### src/rtl/core/vrp_pkg.sv
package vrp_pkg;

    localparam int TRIG_W     = 16;
    localparam int TRIG_FRAC  = 14;
    localparam int SIZE_W     = 15;
    localparam int CFG_ADDR_W = 3;
    localparam int CFG_DATA_W = 32;

    typedef enum logic [CFG_ADDR_W-1:0] {
        CFG_ROT_X     = 3'd0,
        CFG_ROT_Y     = 3'd1,
        CFG_ROT_Z     = 3'd2,
        CFG_CUBE_SIZE = 3'd3,
        CFG_CENTER_X  = 3'd4,
        CFG_CENTER_Y  = 3'd5
    } t_cfg_idx;

    localparam logic [CFG_DATA_W-1:0] ROT_RESET  = 32'h4000_0000;
    localparam logic [SIZE_W-1:0]     SIZE_RESET = 15'd1600;

endpackage

### src/rtl/core/vrp_rotate.sv
// One axis rotation: multiply by Q2.14 cos and sin, then sum and round half up to the scale of i_a and i_b.
module vrp_rotate #(
    parameter int AW = 16,
    parameter int SW = 16
) (
    input  logic                            i_clk,
    input  logic                            i_rst_n,
    input  logic                            i_en,
    input  logic                            i_vld,
    input  logic signed [AW-1:0]            i_a,
    input  logic signed [AW-1:0]            i_b,
    input  logic signed [vrp_pkg::TRIG_W-1:0] i_cos,
    input  logic signed [vrp_pkg::TRIG_W-1:0] i_sin,
    input  logic [SW-1:0]                   i_side,
    output logic                            o_vld,
    output logic signed [AW+2:0]            o_ac_bs,
    output logic signed [AW+2:0]            o_as_bc,
    output logic [SW-1:0]                   o_side
);

    localparam int PW   = AW + vrp_pkg::TRIG_W;
    localparam int SUMW = PW + 1;
    localparam logic signed [SUMW-1:0] RND = SUMW'(1) << (vrp_pkg::TRIG_FRAC - 1);

    logic                 r_vld_m;
    logic signed [PW-1:0] r_ac, r_bs, r_as, r_bc;
    logic [SW-1:0]        r_side_m;
    logic                 r_vld_o;
    logic signed [AW+2:0] r_ac_bs, r_as_bc;
    logic [SW-1:0]        r_side_o;

    logic signed [PW-1:0]   n_ac, n_bs, n_as, n_bc;
    logic signed [SUMW-1:0] n_sum_d, n_sum_e;

    assign n_ac = i_a * i_cos;
    assign n_bs = i_b * i_sin;
    assign n_as = i_a * i_sin;
    assign n_bc = i_b * i_cos;

    assign n_sum_d = SUMW'(r_ac) - SUMW'(r_bs) + RND;
    assign n_sum_e = SUMW'(r_as) + SUMW'(r_bc) + RND;

    always_ff @(posedge i_clk) begin
        if (!i_rst_n) begin
            r_vld_m <= 1'b0;
            r_vld_o <= 1'b0;
        end else if (i_en) begin
            r_vld_m <= i_vld;
            r_vld_o <= r_vld_m;
        end
    end

    always_ff @(posedge i_clk) begin
        if (i_en) begin
            r_ac     <= n_ac;
            r_bs     <= n_bs;
            r_as     <= n_as;
            r_bc     <= n_bc;
            r_side_m <= i_side;
            // upper bits of the rounded sum are the floor shift
            r_ac_bs  <= n_sum_d[SUMW-1:vrp_pkg::TRIG_FRAC];
            r_as_bc  <= n_sum_e[SUMW-1:vrp_pkg::TRIG_FRAC];
            r_side_o <= r_side_m;
        end
    end

    assign o_vld   = r_vld_o;
    assign o_ac_bs = r_ac_bs;
    assign o_as_bc = r_as_bc;
    assign o_side  = r_side_o;

    a_stall_holds_valid: assert property (@(posedge i_clk) disable iff (!i_rst_n)
        !i_en |=> $stable(r_vld_m) && $stable(r_vld_o))
        else $error("rotate stage valid moved during stall");

endmodule

### config.mk
export PLATFORM = sky130hd
export DESIGN_NAME = vrp_rotate
export DESIGN_NICKNAME = d
export VERILOG_FILES = /design/src/rtl/core/vrp_pkg.sv /design/src/rtl/core/vrp_rotate.sv
export SDC_FILE = /design/constraint.sdc
export NUM_CORES = 2
export LEC_CHECK = 0
export ABC_AREA = 1
export ABC_CLOCK_PERIOD_IN_PS = 5600
export BUFFER_PORTS_ARGS = -buffer_cell sky130_fd_sc_hd__buf_2
export CAP_MARGIN = 5
export CORE_ASPECT_RATIO = 1.75
export CORE_MARGIN = 5
export CORE_UTILIZATION = 55
export CTS_CLUSTER_DIAMETER = 30
export DETAILED_ROUTE_END_ITERATION = 10
export GPL_ROUTABILITY_DRIVEN = 0
export PLACE_DENSITY_LB_ADDON = 0.12
export SYNTH_ARGS = -nofsm -noshare
export SYNTH_HDL_FRONTEND = slang
export SYNTH_SLANG_ARGS = --single-unit
### constraint.sdc
create_clock -name i_clk -period 5.6 [get_ports i_clk]
set_input_delay 0.28 -clock i_clk [delete_from_list [all_inputs] [get_ports i_clk]]
set_output_delay 0.28 -clock i_clk [all_outputs]
set_load 0.005 [all_outputs]
==> flow_metrics.py <==
metrics = {
    "detailed_routing": {
        "drt_iter0_markers": 2583,
        "dr.pass1.iters": 8,
        "vias": 44322,
        "drt_wl_total_mm": 155.1,
        "drc": 0,
        "viasPerCell": 5.144,
        "wl_per_cell_um": 18.00,
        "ant_nets": 0,
    },
    "worst_setup_path": {
        "cp.required_ns": 5.85,
        "critPathMaxFanout": 10,
        "cp-end-kind": "flip-flop",
        "startpoint_type": "primary input",
        "r2r-start": "r_as[24]$_DFFE_PP_",
        "r2r-end": "o_as_bc[13]$_DFFE_PP_",
        "rrSetupSlack_ns": 2.98,
        "worstSetupPathType": "primary input to flip-flop",
        "worstRegToRegCells": 9,
        "cp.arrival_ns": 5.58,
    },
    "sta": {
        "worst_pin_slew_ns": 0.7904,
        "slew_viol_final": 0,
        "rsz0062_at_grt": "false",
        "fin_crit_ns": 5.328,
        "setup_violations": 0,
        "max_freq_mhz": 187.7,
        "fin_skew_ns": 0.02328,
        "timing.setup.tns_ns": 0,
        "slew_headroom_pct": 47.31,
        "fin_crit_sh_pct": 95.15,
        "finalHoldViolCount": 0,
    },
    "die": {
        "start_util_pct": 55.31,
        "die_h_um": 422.6,
        "io_pins": 139,
        "dieArea_sq_mm": 0.1039,
        "core_area_sq_mm": 0.09673,
        "die_w_um": 245.8,
        "rows": 151,
    },
    "synthesis": {
        "syn_area_per_cell_sq_um": 7.797,
        "synth_nets": 8444,
        "synth_seq_cells": 200,
        "ys_seq_area_share_pct": 11.19,
        "synth.distinct_cells": 35,
        "synth.cell_area_sq_mm": 0.05350,
        "ys_top_cells_by_area": "fa_1 39%, inv_1 14%, nand2_1 14%, edfxtp_1 11%, ha_1 11%",
        "ys_warn_count": 0,
        "synthAdderAreaFrac_pct": 49.74,
        "synthCells": 6862,
        "synth_top_family_by_area": "adder cells",
        "synth_area_leader_cell": "fa_1",
        "synth-xor-area-share_pct": 1.375,
        "synth_compound_area_share_pct": 3.101,
        "synthSimpleGateAreaFrac_pct": 18.86,
        "synth.area.mux_share_pct": 0,
        "synth_top_area_share_pct": 39.21,
    },
    "grt": {
        "grt_pass1_wl_mm": 246.0,
        "grt_pass1_vias": 47297,
        "grt_max_degree": 117,
        "antenna_found_initial": 8,
        "grt_overflow": 0,
        "grt_usage_pct": 30.52,
    },
    "worst_hold_path": {
        "holdPathStages": 4,
        "holdPathEnd": "r_bc[0]$_DFFE_PP_",
        "hp-class": "primary input to flip-flop",
        "worstHoldStart": "i_b[0]",
    },
    "place": {
        "portBuffers": 138,
        "dp_hpwl_mm": 134.4,
    },
    "clock_network": {
        "htree_num_levels": 4,
        "cts.sinks": 200,
        "clock_latency_ns": 0.51,
        "numCtsBuffers": 17,
        "clockBufferDepth": 2,
        "cts_tree": "built",
        "ctsRootBufferMaster": "clkbuf_16",
        "path_clk_slew_ns": 0.08,
    },
    "finish": {
        "nets": 8884,
        "syn_to_final_growth_pct": 12.33,
        "drive_above_1_share_pct": 8.913,
    },
    "flow_run": {
        "drv_cap": 0,
    },
    "status": {
        "outcome": "completed",
    },
}
==> layer usage <==
metal	global-route usage (%)	wire length [um]
met1	33.51	53830
met2	55.72	81270
met3	3.333	7637
met4	19.18	12240
met5	0	94
==> cell usage after synthesis (all sizes together) <==
library cell / instances
xnor2: 17
nand4: 68
edfxtp: 198
nand2b: 1
nor3: 50
ha: 450
a21boi: 4
buf: 3
xor2: 67
o21a: 7
nor4: 6
nor2: 260
o211ai: 2
or2: 4
a21o: 7
nand3b: 13
o21bai: 28
o21ai: 82
nand2: 1960
a31oi: 1
dfxtp: 2
a21oi: 173
and3: 2
clkbuf: 189
inv: 2051
nand3: 169
fa: 1048
==> state kept, by name (all words and copies together) (netlist names) <==
signal and count:
r_bc 32, o_vld 1, o_as_bc 19, o_side 16
r_side_m 16, r_bs 32, r_vld_m 1, o_ac_bs 19
r_as 32, r_ac 32
==> worst max-delay path, cell delays in order <==
cell and delay (ns):
buf_2 0.39, buf_12 0.17, buf_4 0.14, nand2_1 0.08, fa_1 0.50, inv_1 0.07, fa_1 0.55, fa_1 0.42
fa_1 0.49, fa_1 0.50, inv_1 0.05, fa_1 0.47, inv_1 0.05, ha_1 0.40, nand2_1 0.15, nor2_1 0.16
inv_1 0.08, nor3_1 0.23, nand3_1 0.17, nand4_1 0.12, nand2_1 0.10
==> per-stage QoR <==
step | hold WS [ns] | util (%) | instance area (sq um) | cells | setup slack [ns]
2_1_floorplan | 0.3789 | - | 53500 | 6862 | 0.1699
3_3_place_gp | 0.4019 | 61.27 | 59270 | 8564 | -0.2361
3_5_place_dp | 0.4068 | 61.27 | 59270 | 8564 | -0.2744
4_1_cts | 0.3236 | 62.12 | 60090 | 8615 | 0.2590
5_1_grt | 0.3509 | 62.13 | 60100 | 8616 | 0.03951
6_report | 0.3694 | 62.13 | 60100 | 8616 | 0.2718
==> cell usage in the layout (no fill, tap or decap), types with 13 or more instances in the layout <==
cell type | synthesis | routed
buf_12 | 0 | 59
xor2_1 | 67 | 67
xnor2_1 | 17 | 17
clkbuf_16 | 0 | 17
edfxtp_1 | 198 | 198
buf_2 | 0 | 135
a21oi_1 | 170 | 170
dlygate4sd3_1 | 0 | 19
fa_1 | 1048 | 1048
o21bai_1 | 28 | 28
inv_1 | 2050 | 2050
nand3b_1 | 13 | 13
nand4_1 | 68 | 68
o21ai_0 | 80 | 80
buf_4 | 0 | 397
nand3_1 | 167 | 167
ha_1 | 450 | 450
nor3_1 | 46 | 46
nor2_1 | 256 | 256
nand2_1 | 1953 | 1953
==> logic make-up after synthesis <==
group | after synthesis
AO/OA/AOI/OAI | 304
flip-flops | 200
AND/OR/NAND/NOR | 2533
buffers and inverters | 2243
XOR/XNOR | 84
adder cells (fa/ha/maj) | 1498
==> what timing repair did <==
item	CTS	global route
hold buffers	19	0
hold endpoints to repair	18	0
endpoints found under the setup margin	0	2
resized for setup	0	2
buffers inserted	0	0
==> how the worst max path moves through the flow <==
stage,startpoint,slack (ns),end,depth (start not counted)
floorplan,i_a[15],0.17,r_ac[27]$_DFFE_PP_,19
global placement,i_sin[5],-0.24,r_as[30]$_DFFE_PP_,21
detailed placement,i_sin[5],-0.27,r_as[30]$_DFFE_PP_,21
CTS,i_sin[5],0.26,r_as[30]$_DFFE_PP_,21
global route,i_cos[1],0.04,r_ac[27]$_DFFE_PP_,20
finish,i_a[11],0.27,r_ac[27]$_DFFE_PP_,21
==> layout make-up <==
cell class / count / area [sq um]
Tap cell: 1300 / 1627
Fill cell: 8865 / 36640
Sequential cell: 200 / 5986
Multi-Input combinational cell: 4419 / 39100
Timing Repair Buffer: 613 / 5056
Inverter: 2051 / 7699
Clock inverter: 15 / 205.2
Clock buffer: 17 / 425.4
Antenna cell: 1 / 2.502
Power is not shown: default switching activity piles up to over one toggle a cycle in this logic, so the estimate is an artifact.
