$ cat src/rtl/core/vrp_div_step.sv
// One restoring division step for both coordinates: sets quotient bit SHIFT.
module vrp_div_step #(
    parameter int NW    = 48,
    parameter int DW    = 24,
    parameter int QW    = 18,
    parameter int SHIFT = 0,
    parameter int SW    = 3
) (
    input  logic          i_clk,
    input  logic          i_rst_n,
    input  logic          i_en,
    input  logic          i_vld,
    input  logic [NW-1:0] i_rem_x,
    input  logic [NW-1:0] i_rem_y,
    input  logic [QW-1:0] i_q_x,
    input  logic [QW-1:0] i_q_y,
    input  logic [DW-1:0] i_d,
    input  logic [SW-1:0] i_side,
    output logic          o_vld,
    output logic [NW-1:0] o_rem_x,
    output logic [NW-1:0] o_rem_y,
    output logic [QW-1:0] o_q_x,
    output logic [QW-1:0] o_q_y,
    output logic [DW-1:0] o_d,
    output logic [SW-1:0] o_side
);

    localparam int CW = ((NW > DW + SHIFT) ? NW : DW + SHIFT) + 1;

    logic [CW-1:0] trial, rem_x_ext, rem_y_ext;
    logic          ge_x, ge_y;
    logic [NW-1:0] n_rem_x, n_rem_y;
    logic [QW-1:0] n_q_x, n_q_y;

    logic          r_vld;
    logic [NW-1:0] r_rem_x, r_rem_y;
    logic [QW-1:0] r_q_x, r_q_y;
    logic [DW-1:0] r_d;
    logic [SW-1:0] r_side;

    always_comb begin
        trial     = CW'(i_d) << SHIFT;
        rem_x_ext = CW'(i_rem_x);
        rem_y_ext = CW'(i_rem_y);
        ge_x      = rem_x_ext >= trial;
        ge_y      = rem_y_ext >= trial;
        n_rem_x   = ge_x ? NW'(rem_x_ext - trial) : i_rem_x;
        n_rem_y   = ge_y ? NW'(rem_y_ext - trial) : i_rem_y;
        n_q_x        = i_q_x;
        n_q_y        = i_q_y;
        n_q_x[SHIFT] = ge_x;
        n_q_y[SHIFT] = ge_y;
    end

    always_ff @(posedge i_clk) begin
        if (!i_rst_n) begin
            r_vld <= 1'b0;
        end else if (i_en) begin
            r_vld <= i_vld;
        end
    end

    always_ff @(posedge i_clk) begin
        if (i_en) begin
            r_rem_x <= n_rem_x;
            r_rem_y <= n_rem_y;
            r_q_x   <= n_q_x;
            r_q_y   <= n_q_y;
            r_d     <= i_d;
            r_side  <= i_side;
        end
    end

    assign o_vld   = r_vld;
    assign o_rem_x = r_rem_x;
    assign o_rem_y = r_rem_y;
    assign o_q_x   = r_q_x;
    assign o_q_y   = r_q_y;
    assign o_d     = r_d;
    assign o_side  = r_side;

    a_stall_holds: assert property (@(posedge i_clk) disable iff (!i_rst_n)
        !i_en |=> $stable(r_vld) && $stable(r_q_x) && $stable(r_q_y))
        else $error("divider stage moved during stall");

endmodule

$ cat config.mk
export PLATFORM = sky130hd
export DESIGN_NAME = vrp_div_step
export DESIGN_NICKNAME = d
export VERILOG_FILES = /design/src/rtl/core/vrp_div_step.sv
export SDC_FILE = /design/constraint.sdc
export NUM_CORES = 1
export LEC_CHECK = 0
export BUFFER_PORTS_ARGS = -buffer_cell sky130_fd_sc_hd__buf_2
export CORE_UTILIZATION = 27
export CTS_CLUSTER_SIZE = 20
export DETAILED_ROUTE_END_ITERATION = 7
export SLEW_MARGIN = 0
export SYNTH_ARGS = -nofsm -noshare
export SYNTH_HDL_FRONTEND = slang
export SYNTH_SLANG_ARGS = --single-unit
export TNS_END_PERCENT = 50
$ cat constraint.sdc
create_clock -name i_clk -period 3.94 [get_ports i_clk]
set_clock_uncertainty 0.05 [all_clocks]
set_input_delay 0.394 -clock i_clk [delete_from_list [all_inputs] [get_ports i_clk]]
set_output_delay 0.394 -clock i_clk [all_outputs]
set_load 0.01 [all_outputs]
==> results of run 1 <==
[report_power, final]
group | internal, mW | switching [mW]
combinational | 0.422 | 0.608
sequential | 2.09 | 0.0437
clock | 0.874 | 0.745
total | 3.39 | 1.40
[critical path: cells and delay by family]
family	cells	cell delay, ns
AO/OA/AOI/OAI	4	0.88
AND/OR/NAND/NOR	4	1.13
buffers and inverters	3	0.23
XOR/XNOR	1	0.10
adder cells (fa/ha/maj)	2	0.62
[flip-flops by register name (all words and copies together), names as in the netlist]
signal,count
o_rem_y,48
o_d,24
o_q_x,18
o_vld,1
o_q_y,18
o_rem_x,48
o_side,3
[final cells by class]
class | instances | area [µm²]
sequential | 160 | 4790
clock buffer | 17 | 425
inverter | 44 | 168
timing repair buffer | 329 | 1690
antenna | 2 | 5.00
tap | 442 | 553
fill | 3313 | 20900
multi-input combinational | 582 | 3940
clock inverter | 15 | 134
[worst paths after layout]
path                  to  slack (ns)  depth (start not counted)
max          o_rem_x[30]        0.72                         14
min            o_q_y[12]        0.07                          1
max reg2reg        o_vld        3.30                          2
min reg2reg        o_vld        0.47                          2
[per-layer routing]
| layer | wire, µm | global-route usage [%] | up-vias | part of all wire [%] |
|---|---|---|---|---|
| met4 | 646 | 6.10 | 6 | 2.4 |
| met1 | 11600 | 19.7 | 3462 | 43 |
| li1 | - | - | 3676 | - |
| met2 | 12700 | 25.6 | 284 | 47 |
| met5 | 45 | 0 | - | 0.17 |
| met3 | 2160 | 4.62 | 41 | 7.9 |
[synthesized netlist by cell type (all sizes together) (8+ instances only)]
library cell	n
nor2	54
nor4	15
inv	44
nand4	14
a21oi	63
nand3	20
clkbuf	16
mux2	9
nor3	25
a21o	13
edfxtp	159
ha	48
xnor2	35
or3	15
nand2	63
xor2	53
nand2b	8
o21ai	47
and3	8
[cell usage in the layout (no fill, tap or decap), types with 4 or more instances in the layout]
cell type   instances
a211oi_1            4
a21o_1             13
a21oi_1            63
a31oi_1             6
and2_1              4
and3_1              8
buf_2             319
buf_4               8
clkbuf_16          17
clkinvlp_4          4
edfxtp_1          159
ha_1               48
inv_1              43
inv_6               4
mux2_2              9
nand2_1            63
nand2b_1            8
nand3_1            20
nand4_1            14
nor2_1             54
nor2b_1             6
nor3_1             25
nor4_1             14
o211ai_1            7
o21a_1              5
o21ai_0            47
o21bai_1            7
o22ai_1             4
or3_1              15
or4_1               7
xnor2_1            35
xor2_1             53
[per-stage QoR]
step | instance area [µm²] | power, mW
finish | 11700 | 4.79
global route | 11700 | 5.02
CTS | 11700 | 4.85
detailed placement | 11100 | 3.21
global placement | 11100 | 3.20
floorplan | 8980 | 2.74
[cell families (layout without fill, tap and decap cells)]
| logic type | count (synthesis) | after routing | share of synthesized area, % |
|---|---|---|---|
| XOR/XNOR | 88 | 88 | 8.58 |
| buffers and inverters | 65 | 405 | 2.90 |
| multiplexers | 11 | 11 | 1.35 |
| flip-flops | 160 | 160 | 53.4 |
| other | 0 | 2 | 0 |
| adder cells (fa/ha/maj) | 50 | 50 | 7.13 |
| AO/OA/AOI/OAI | 184 | 184 | 13.0 |
| AND/OR/NAND/NOR | 249 | 249 | 13.7 |
==> results.yml, run 1 <==
run_status:
  outcome: "finished clean"
route:
  drcViolationCount: 0
  drt_iter0_markers: 370
  dr.pass1.iters: 5
  num_vias: 7469
  drt-total-wl_um: 27200
  via_per_inst: 4.69
  ant_nets: 0
  wire_per_inst_um: 17.1
grt:
  grt_start_max_net_pins: 86
  grt_pass1_wl_um: 39700
  grt_pass1_vias: 7112
  grtUsageTotal_pct: 15.8
  grt_antenna_before_repair: 4
  grt_overflow_total: 0
cts:
  path_clk_slew_ns: 0.07
  cts_resized: 0
  clock_sinks: 160
  post-cts-setup-buffers: 0
  htree_levels: 4
  clkLatencyLatePin_ns: 0.44
  clockRootBuffer: "clkbuf_16"
  ctsHoldBuffers: 0
  tritoncts: "yes"
  cts_buffers: 17
  clockBufferDepth: 2
power:
  max-vdd-ir-drop_mv: 0.285
  power_density_nw_per_um2: 409
  p_leak_nw: 4.90
floorplanning:
  die_area_um2: 34000
  core.rowCount: 66
  dieWidth_um: 184
  io-pin-count: 323
  core_area_um2: 32600
  initial_core_util_pct: 27.5
  die_y_um: 184
sta:
  slew_viol_final: 0
  max_freq_mhz: 311
  period_share_pct: 81.7
  hold_violations: 0
  rsz0062_at_grt: "false"
  tightestPinTransition_ns: 0.875
  fin_ws_ns: 0.720
  timing.hold.ws_ns: 0.0706
  slew_headroom_pct: 41.6
  finalSetupTns_ns: 0
  final.min_clock_period_ns: 3.22
  finalSetupViolCount: 0
synth:
  yosysSeqAreaShare_pct: 53.4
  async_reset_ff_share_pct: 0
  syn-num-nets: 1020
  synth_edf_count: 159
  syn_area_per_cell_um2: 11.1
  synth_top_flop_cell: "edfxtp_1"
  syn-instance-count: 807
  yosys_register_bits: 160
  yosys.cell_types.count: 64
  yosysTopAreaCell: "edfxtp_1"
  netlist_area_um2: 8980
  yosysTopAreaCellShare_pct: 53.1
  yosys_warnings: 0
  synthTopCellsByArea: "edfxtp_1 53%, ha_1 6.7%, xor2_1 5.2%"
critical_path:
  crit_path_max_fanout: 8
  end_kind: "flip-flop"
  crit_chain: "buf_2, inv_1, ha_1, fa_1, nor2b_1, o31a_1, o31ai_2, o221ai_1, a21oi_1, nor2b_2, inv_4, nand3_1, nor4b_1, xor2_1"
  cp_data_arrival_time_ns: 3.35
  cp_slowest_stage_delay_ns: 0.44
  required_ns: 4.07
  rr_startpoint: "o_vld"
  path_class: "input port to flip-flop"
  startpoint: "i_rem_x[0]"
  cp-start-kind: "input port"
  critPathSlowestCell: "nor4b_1"
place:
  gp_congestion: 0.903
  port-buffer-count: 320
  placed_cells: 1557
  dpl.hpwl_um: 21500
  post-place-ws_ns: 0.271
layout:
  layout.nets: 1347
  drive_gt1_share_pct: 33.0
  layoutNonFillerInstCount: 1591
  final_core_util_pct: 35.9
  area_growth_pct: 30.3
hold_path:
  hold_start: "i_q_y[12]"
  hold_path_class: "input port to flip-flop"
job:
  max_cap_violations: 0
(Power assumes the default switching activity.)
==> run 2, diff against run 1 <==
==> constraint.sdc (replaced) <==
create_clock -name i_clk -period 2.6 [get_ports i_clk]
set_clock_uncertainty 0.05 [all_clocks]
set_input_delay 0.26 -clock i_clk [delete_from_list [all_inputs] [get_ports i_clk]]
set_output_delay 0.26 -clock i_clk [all_outputs]
set_load 0.01 [all_outputs]
==> run 2 against run 1 <==
  * Sequential share of layout area fell by 7.2 points
  * Register-to-register slack got worse by 1.3 ns
  * Power grew 68%
  * Die area is the same
  * Final cell count is 16% higher
  * Clock power rose by 72%
  * Critical endpoint is now o_rem_y[45]
  * Largest cell class unchanged
==> results.yml, run 2 (synthesized netlist as in run 1, its figures left out) <==
place:
  dpl.hpwl_um: 24100
  port-buffer-count: 320
  post-place-ws_ns: -0.397
  gp_congestion: 0.873
cts:
  post-cts-setup-buffers: 0
  htree_levels: 4
  cts_buffers: 17
  clock_sinks: 160
  clockRootBuffer: "clkbuf_16"
  clkLatencyLatePin_ns: 0.44
  path_clk_slew_ns: 0.07
  clockBufferDepth: 2
  tritoncts: "yes"
route:
  drt_iter0_markers: 441
  wire_per_inst_um: 16.6
  num_vias: 8429
  drt-total-wl_um: 30700
  drcViolationCount: 0
  ant_nets: 0
  dr.pass1.iters: 5
  via_per_inst: 4.55
power:
  p_leak_nw: 6.22
  total_power_mw: 8.04
  max-vdd-ir-drop_mv: 0.452
  power_density_nw_per_um2: 566
floorplanning:
  initial_core_util_pct: 27.5
  core_area_um2: 32600
  die_y_um: 184
  dieWidth_um: 184
  core.rowCount: 66
  die_area_um2: 34000
  io-pin-count: 323
critical_path:
  crit_path_max_fanout: 4
  cp-start-kind: "input port"
  r2r_cells: 2
  required_ns: 2.72
  end_kind: "flip-flop"
  r2r_slack_ns: 1.96
  cp_data_arrival_time_ns: 2.67
  r2r-end: "o_vld"
  rr_startpoint: "o_vld"
  path_class: "input port to flip-flop"
layout:
  drive_gt1_share_pct: 43.2
  area_growth_pct: 58.0
  fillers: 3155
  layout.nets: 1606
  final_common_cell: "buf_2"
  final_core_util_pct: 43.5
  multi_input_area_um2: 4190
  final_cell_mix: "319 x buf_2, 202 x buf_4, 159 x edfxtp_1, 63 x nand2_1"
  regArea_um2: 4790
sta:
  fin_ws_ns: 0.0554
  max_freq_mhz: 393
  final.min_clock_period_ns: 2.54
  period_share_pct: 97.9
  rsz0062_at_grt: "true"
  finalSetupViolCount: 0
  slew_headroom_pct: 62.8
  tightestPinTransition_ns: 0.558
  finalSetupTns_ns: 0
  hold_violations: 0
  slew_viol_final: 0
hold_path:
  min_to: "o_vld"
  hold_start: "i_vld"
  hold_path_class: "input port to flip-flop"
  min_path_cells: 3
grt:
  grtUsageTotal_pct: 17.9
  grt_pass1_wl_um: 45800
  grt_overflow_total: 0
  grt_pass1_vias: 8504
  grt_start_max_net_pins: 53
  grt_antenna_before_repair: 10
job:
  max_cap_violations: 0
run_status:
  outcome: "finished clean"
==> run 2: worst max-delay path by stage <==
stage	from	endpoint	cells past startpoint
after floorplan	i_rem_x[0]	o_rem_x[45]	15
after global placement	i_rem_x[0]	o_rem_x[46]	15
after detailed placement	i_rem_x[0]	o_rem_x[46]	15
after CTS	i_rem_x[0]	o_rem_x[40]	15
after global routing	i_d[6]	o_rem_y[35]	13
final	i_d[6]	o_rem_y[45]	12
==> run 2: layer usage <==
metal	GRT usage [%]	part of all wire, %
met1	20.4	40
met3	5.16	7.7
met2	32.2	51
met5	0	0.16
met4	5.47	1.4
==> run 2: layout make-up <==
class                           instances  share of cell area, %
Antenna cell                            5                 0.0881
Clock buffer                           21                   3.10
Clock inverter                         10                   1.31
Timing Repair Buffer                  588                   27.0
Tap cell                              442                   3.89
Inverter                               44                   1.32
Multi-Input combinational cell        582                   29.5
Sequential cell                       160                   33.8
==> run 2: timing repair <==
action                                  4_1_cts  5_1_grt
endpoints found under the setup margin        0       24
hold buffers                                 59        1
hold endpoints to repair                     59        1
resized for setup                             0       16
==> run 2: critical path, stage by stage <==
cell       delay, ns
buf_2           0.10
inv_1           0.13
ha_1            0.30
a21oi_1         0.22
nor2_1          0.06
a221o_1         0.32
a21bo_2         0.28
a31oi_4         0.24
o2111ai_4       0.18
buf_4           0.20
nor4_4          0.28
xor2_1          0.09
==> run 2: where the power goes <==
part | switching (mW) | internal (mW) | leakage [nW]
Clock | 1.08 | 1.70 | 0.293
Sequential | 0.0701 | 3.17 | 1.57
Combinational | 1.04 | 0.974 | 4.36
==> run 2: stage by stage <==
| step | hold slack (ns) | instances | cell area, µm² |
|---|---|---|---|
| final | 0.0257 | 1852 | 14200 |
| after floorplan | 0.309 | 807 | 9200 |
| after detailed placement | 0.389 | 1756 | 12900 |
| after global routing | 0.0399 | 1850 | 14200 |
| after global placement | 0.386 | 1756 | 12900 |
| after CTS | 0.00233 | 1846 | 14100 |
==> run 3, diff against run 2 <==
--- a/config.mk
+++ b/config.mk
@@ -6,9 +6,10 @@
 export NUM_CORES = 1
 export LEC_CHECK = 0
 export BUFFER_PORTS_ARGS = -buffer_cell sky130_fd_sc_hd__buf_2
-export CORE_UTILIZATION = 27
+export CORE_UTILIZATION = 50
 export CTS_CLUSTER_SIZE = 20
 export DETAILED_ROUTE_END_ITERATION = 7
+export PLACE_DENSITY = 0.8
 export SLEW_MARGIN = 0
 export SYNTH_ARGS = -nofsm -noshare
 export SYNTH_HDL_FRONTEND = slang
==> constraint.sdc (replaced) <==
create_clock -name i_clk -period 2.35 [get_ports i_clk]
set_clock_uncertainty 0.05 [all_clocks]
set_input_delay 0.235 -clock i_clk [delete_from_list [all_inputs] [get_ports i_clk]]
set_output_delay 0.235 -clock i_clk [all_outputs]
set_load 0.01 [all_outputs]
==> run 3 against run 2 <==
  * The flow now finishes with violations (setup timing)
  * Sequential cell count unchanged
  * Combinational power is 27% higher
  * First-iteration DRC count up 100%
  * Global-route usage up 18 points
  * Die area down 46%
  * Largest power group unchanged
==> results.yml, run 3 (synthesized netlist as in run 1, its figures left out) <==
floorplanning:
  core_area_um2: 17400
  initial_core_util_pct: 51.6
  dieWidth_um: 136
  die_y_um: 136
  core.rowCount: 48
  die_area_um2: 18500
  io-pin-count: 323
cts:
  path_clk_slew_ns: 0.07
  clock_sinks: 160
  tritoncts: "yes"
  clockBufferDepth: 2
  htree_levels: 4
  cts_buffers: 17
  clockRootBuffer: "clkbuf_16"
  clkLatencyLatePin_ns: 0.42
critical_path:
  critPathSlowestCell: "or4_4"
  path_common_cell: "or4_4"
  path_depth: 11
  cp_data_arrival_time_ns: 2.63
  end_kind: "flip-flop"
  cp_slowest_stage_delay_ns: 0.53
  crit_buf_inv: 3
  required_ns: 2.46
  crit_chain: "buf_6, or4_4, or4_4, nor4_4, nand4_1, nor2b_4, inv_6, nand3_4, buf_4, nor2_2, xor2_2"
  r2r_slack_ns: 1.70
  path_class: "input port to flip-flop"
  crit_path_max_fanout: 5
  r2r_cells: 2
  critical_path.top_delay_family: "simple AND/OR/NAND/NOR gates"
  cp-start-kind: "input port"
grt:
  grt_start_max_net_pins: 62
  grt_overflow_total: 0
  grt_pass1_vias: 9383
  grt_pass1_wl_um: 49900
  grtUsageTotal_pct: 36.3
  grt_antenna_before_repair: 9
place:
  post-place-ws_ns: -0.673
  gp_congestion: 0.945
  placed_area_um2: 12900
  port-buffer-count: 320
  dpl.hpwl_um: 22600
  placed_cells: 1554
sta:
  timing.hold.ws_ns: 0.0368
  final.min_clock_period_ns: 2.52
  hold_violations: 0
  finalSetupViolCount: 31
  fin_ws_ns: -0.165
  rsz0062_at_grt: "true"
  slew_headroom_pct: 66.2
  slew_viol_final: 0
  tightestPinTransition_ns: 0.505
  max_freq_mhz: 398
  finalSetupTns_ns: -1.57
  period_share_pct: 107
hold_path:
  hold_path_class: "input port to flip-flop"
  min_path_cells: 3
power:
  max-vdd-ir-drop_mv: 0.537
  total_power_mw: 9.03
  p_leak_nw: 6.56
  power_density_nw_per_um2: 604
route:
  dr.pass1.iters: 7
  drt-total-wl_um: 35400
  wire_per_inst_um: 21.1
  num_vias: 9659
  drcViolationCount: 0
  drt_iter0_markers: 889
  via_per_inst: 5.75
  ant_nets: 0
run_status:
  violations: "setup timing"
  outcome: "finished with violations"
layout:
  layoutNonFillerInstCount: 1680
  drive_gt1_share_pct: 50.9
  final_cell_mix: "314 x buf_2, 234 x buf_4, 159 x edfxtp_1, 62 x nand2_1, 60 x dlygate4sd3_1"
  area_growth_pct: 66.2
  final_core_util_pct: 85.7
  final_area_um2: 14900
  fillers: 861
  final_common_cell: "buf_2"
  layout.nets: 1649
job:
  max_cap_violations: 0
-- run 3: changes by cell type in the layout (fill, tap and decap cells not counted), sizes merged --
| cell | delta |
|---|---|
| clkbuf | -4 |
| o311a | +1 |
| inv | +8 |
| buf | +42 |
| diode | +1 |
| bufinv | -3 |
-- run 3: worst paths after layout --
path | startpoint | endpoint
worst max-delay path | i_rem_x[42] | o_rem_x[32]
worst min register to register | o_vld | o_vld
worst max register to register | o_vld | o_vld
worst min-delay path | i_vld | o_vld
-- run 3: tightest hold or removal path, cell delays in order --
cell and delay, ns:
buf_2 0.07, mux2i_1 0.06, nor2b_1 0.11
-- run 3: timing repair --
item,in CTS,in global routing
endpoints found under the setup margin,76,87
gates cloned,1,1
hold endpoints to repair,60,0
gates resized for setup,67,58
setup buffers,15,13
pin swaps,25,44
hold buffers,60,0
-- run 3: final cells by class --
cell class	instances	area, µm²	share of cell area, %
clock buffer	17	425	2.85
clock inverter	15	171	1.15
multi-input combinational	583	4820	32.3
inverter	44	199	1.33
tap	225	282	1.89
antenna	6	15.0	0.101
timing repair buffer	630	4220	28.3
sequential	160	4790	32.1
-- run 3: layer usage --
metal | GRT usage, % | wire, µm
met1 | 38.4 | 12200
met2 | 61.8 | 17600
met3 | 13.2 | 3310
met4 | 21.6 | 2230
met5 | 0.278 | 37
-- run 3: power by group --
group	switching, mW	internal (mW)	leakage, nW
clock network	1.27	1.60	0.291
logic	1.34	1.21	4.71
registers	0.0932	3.51	1.57
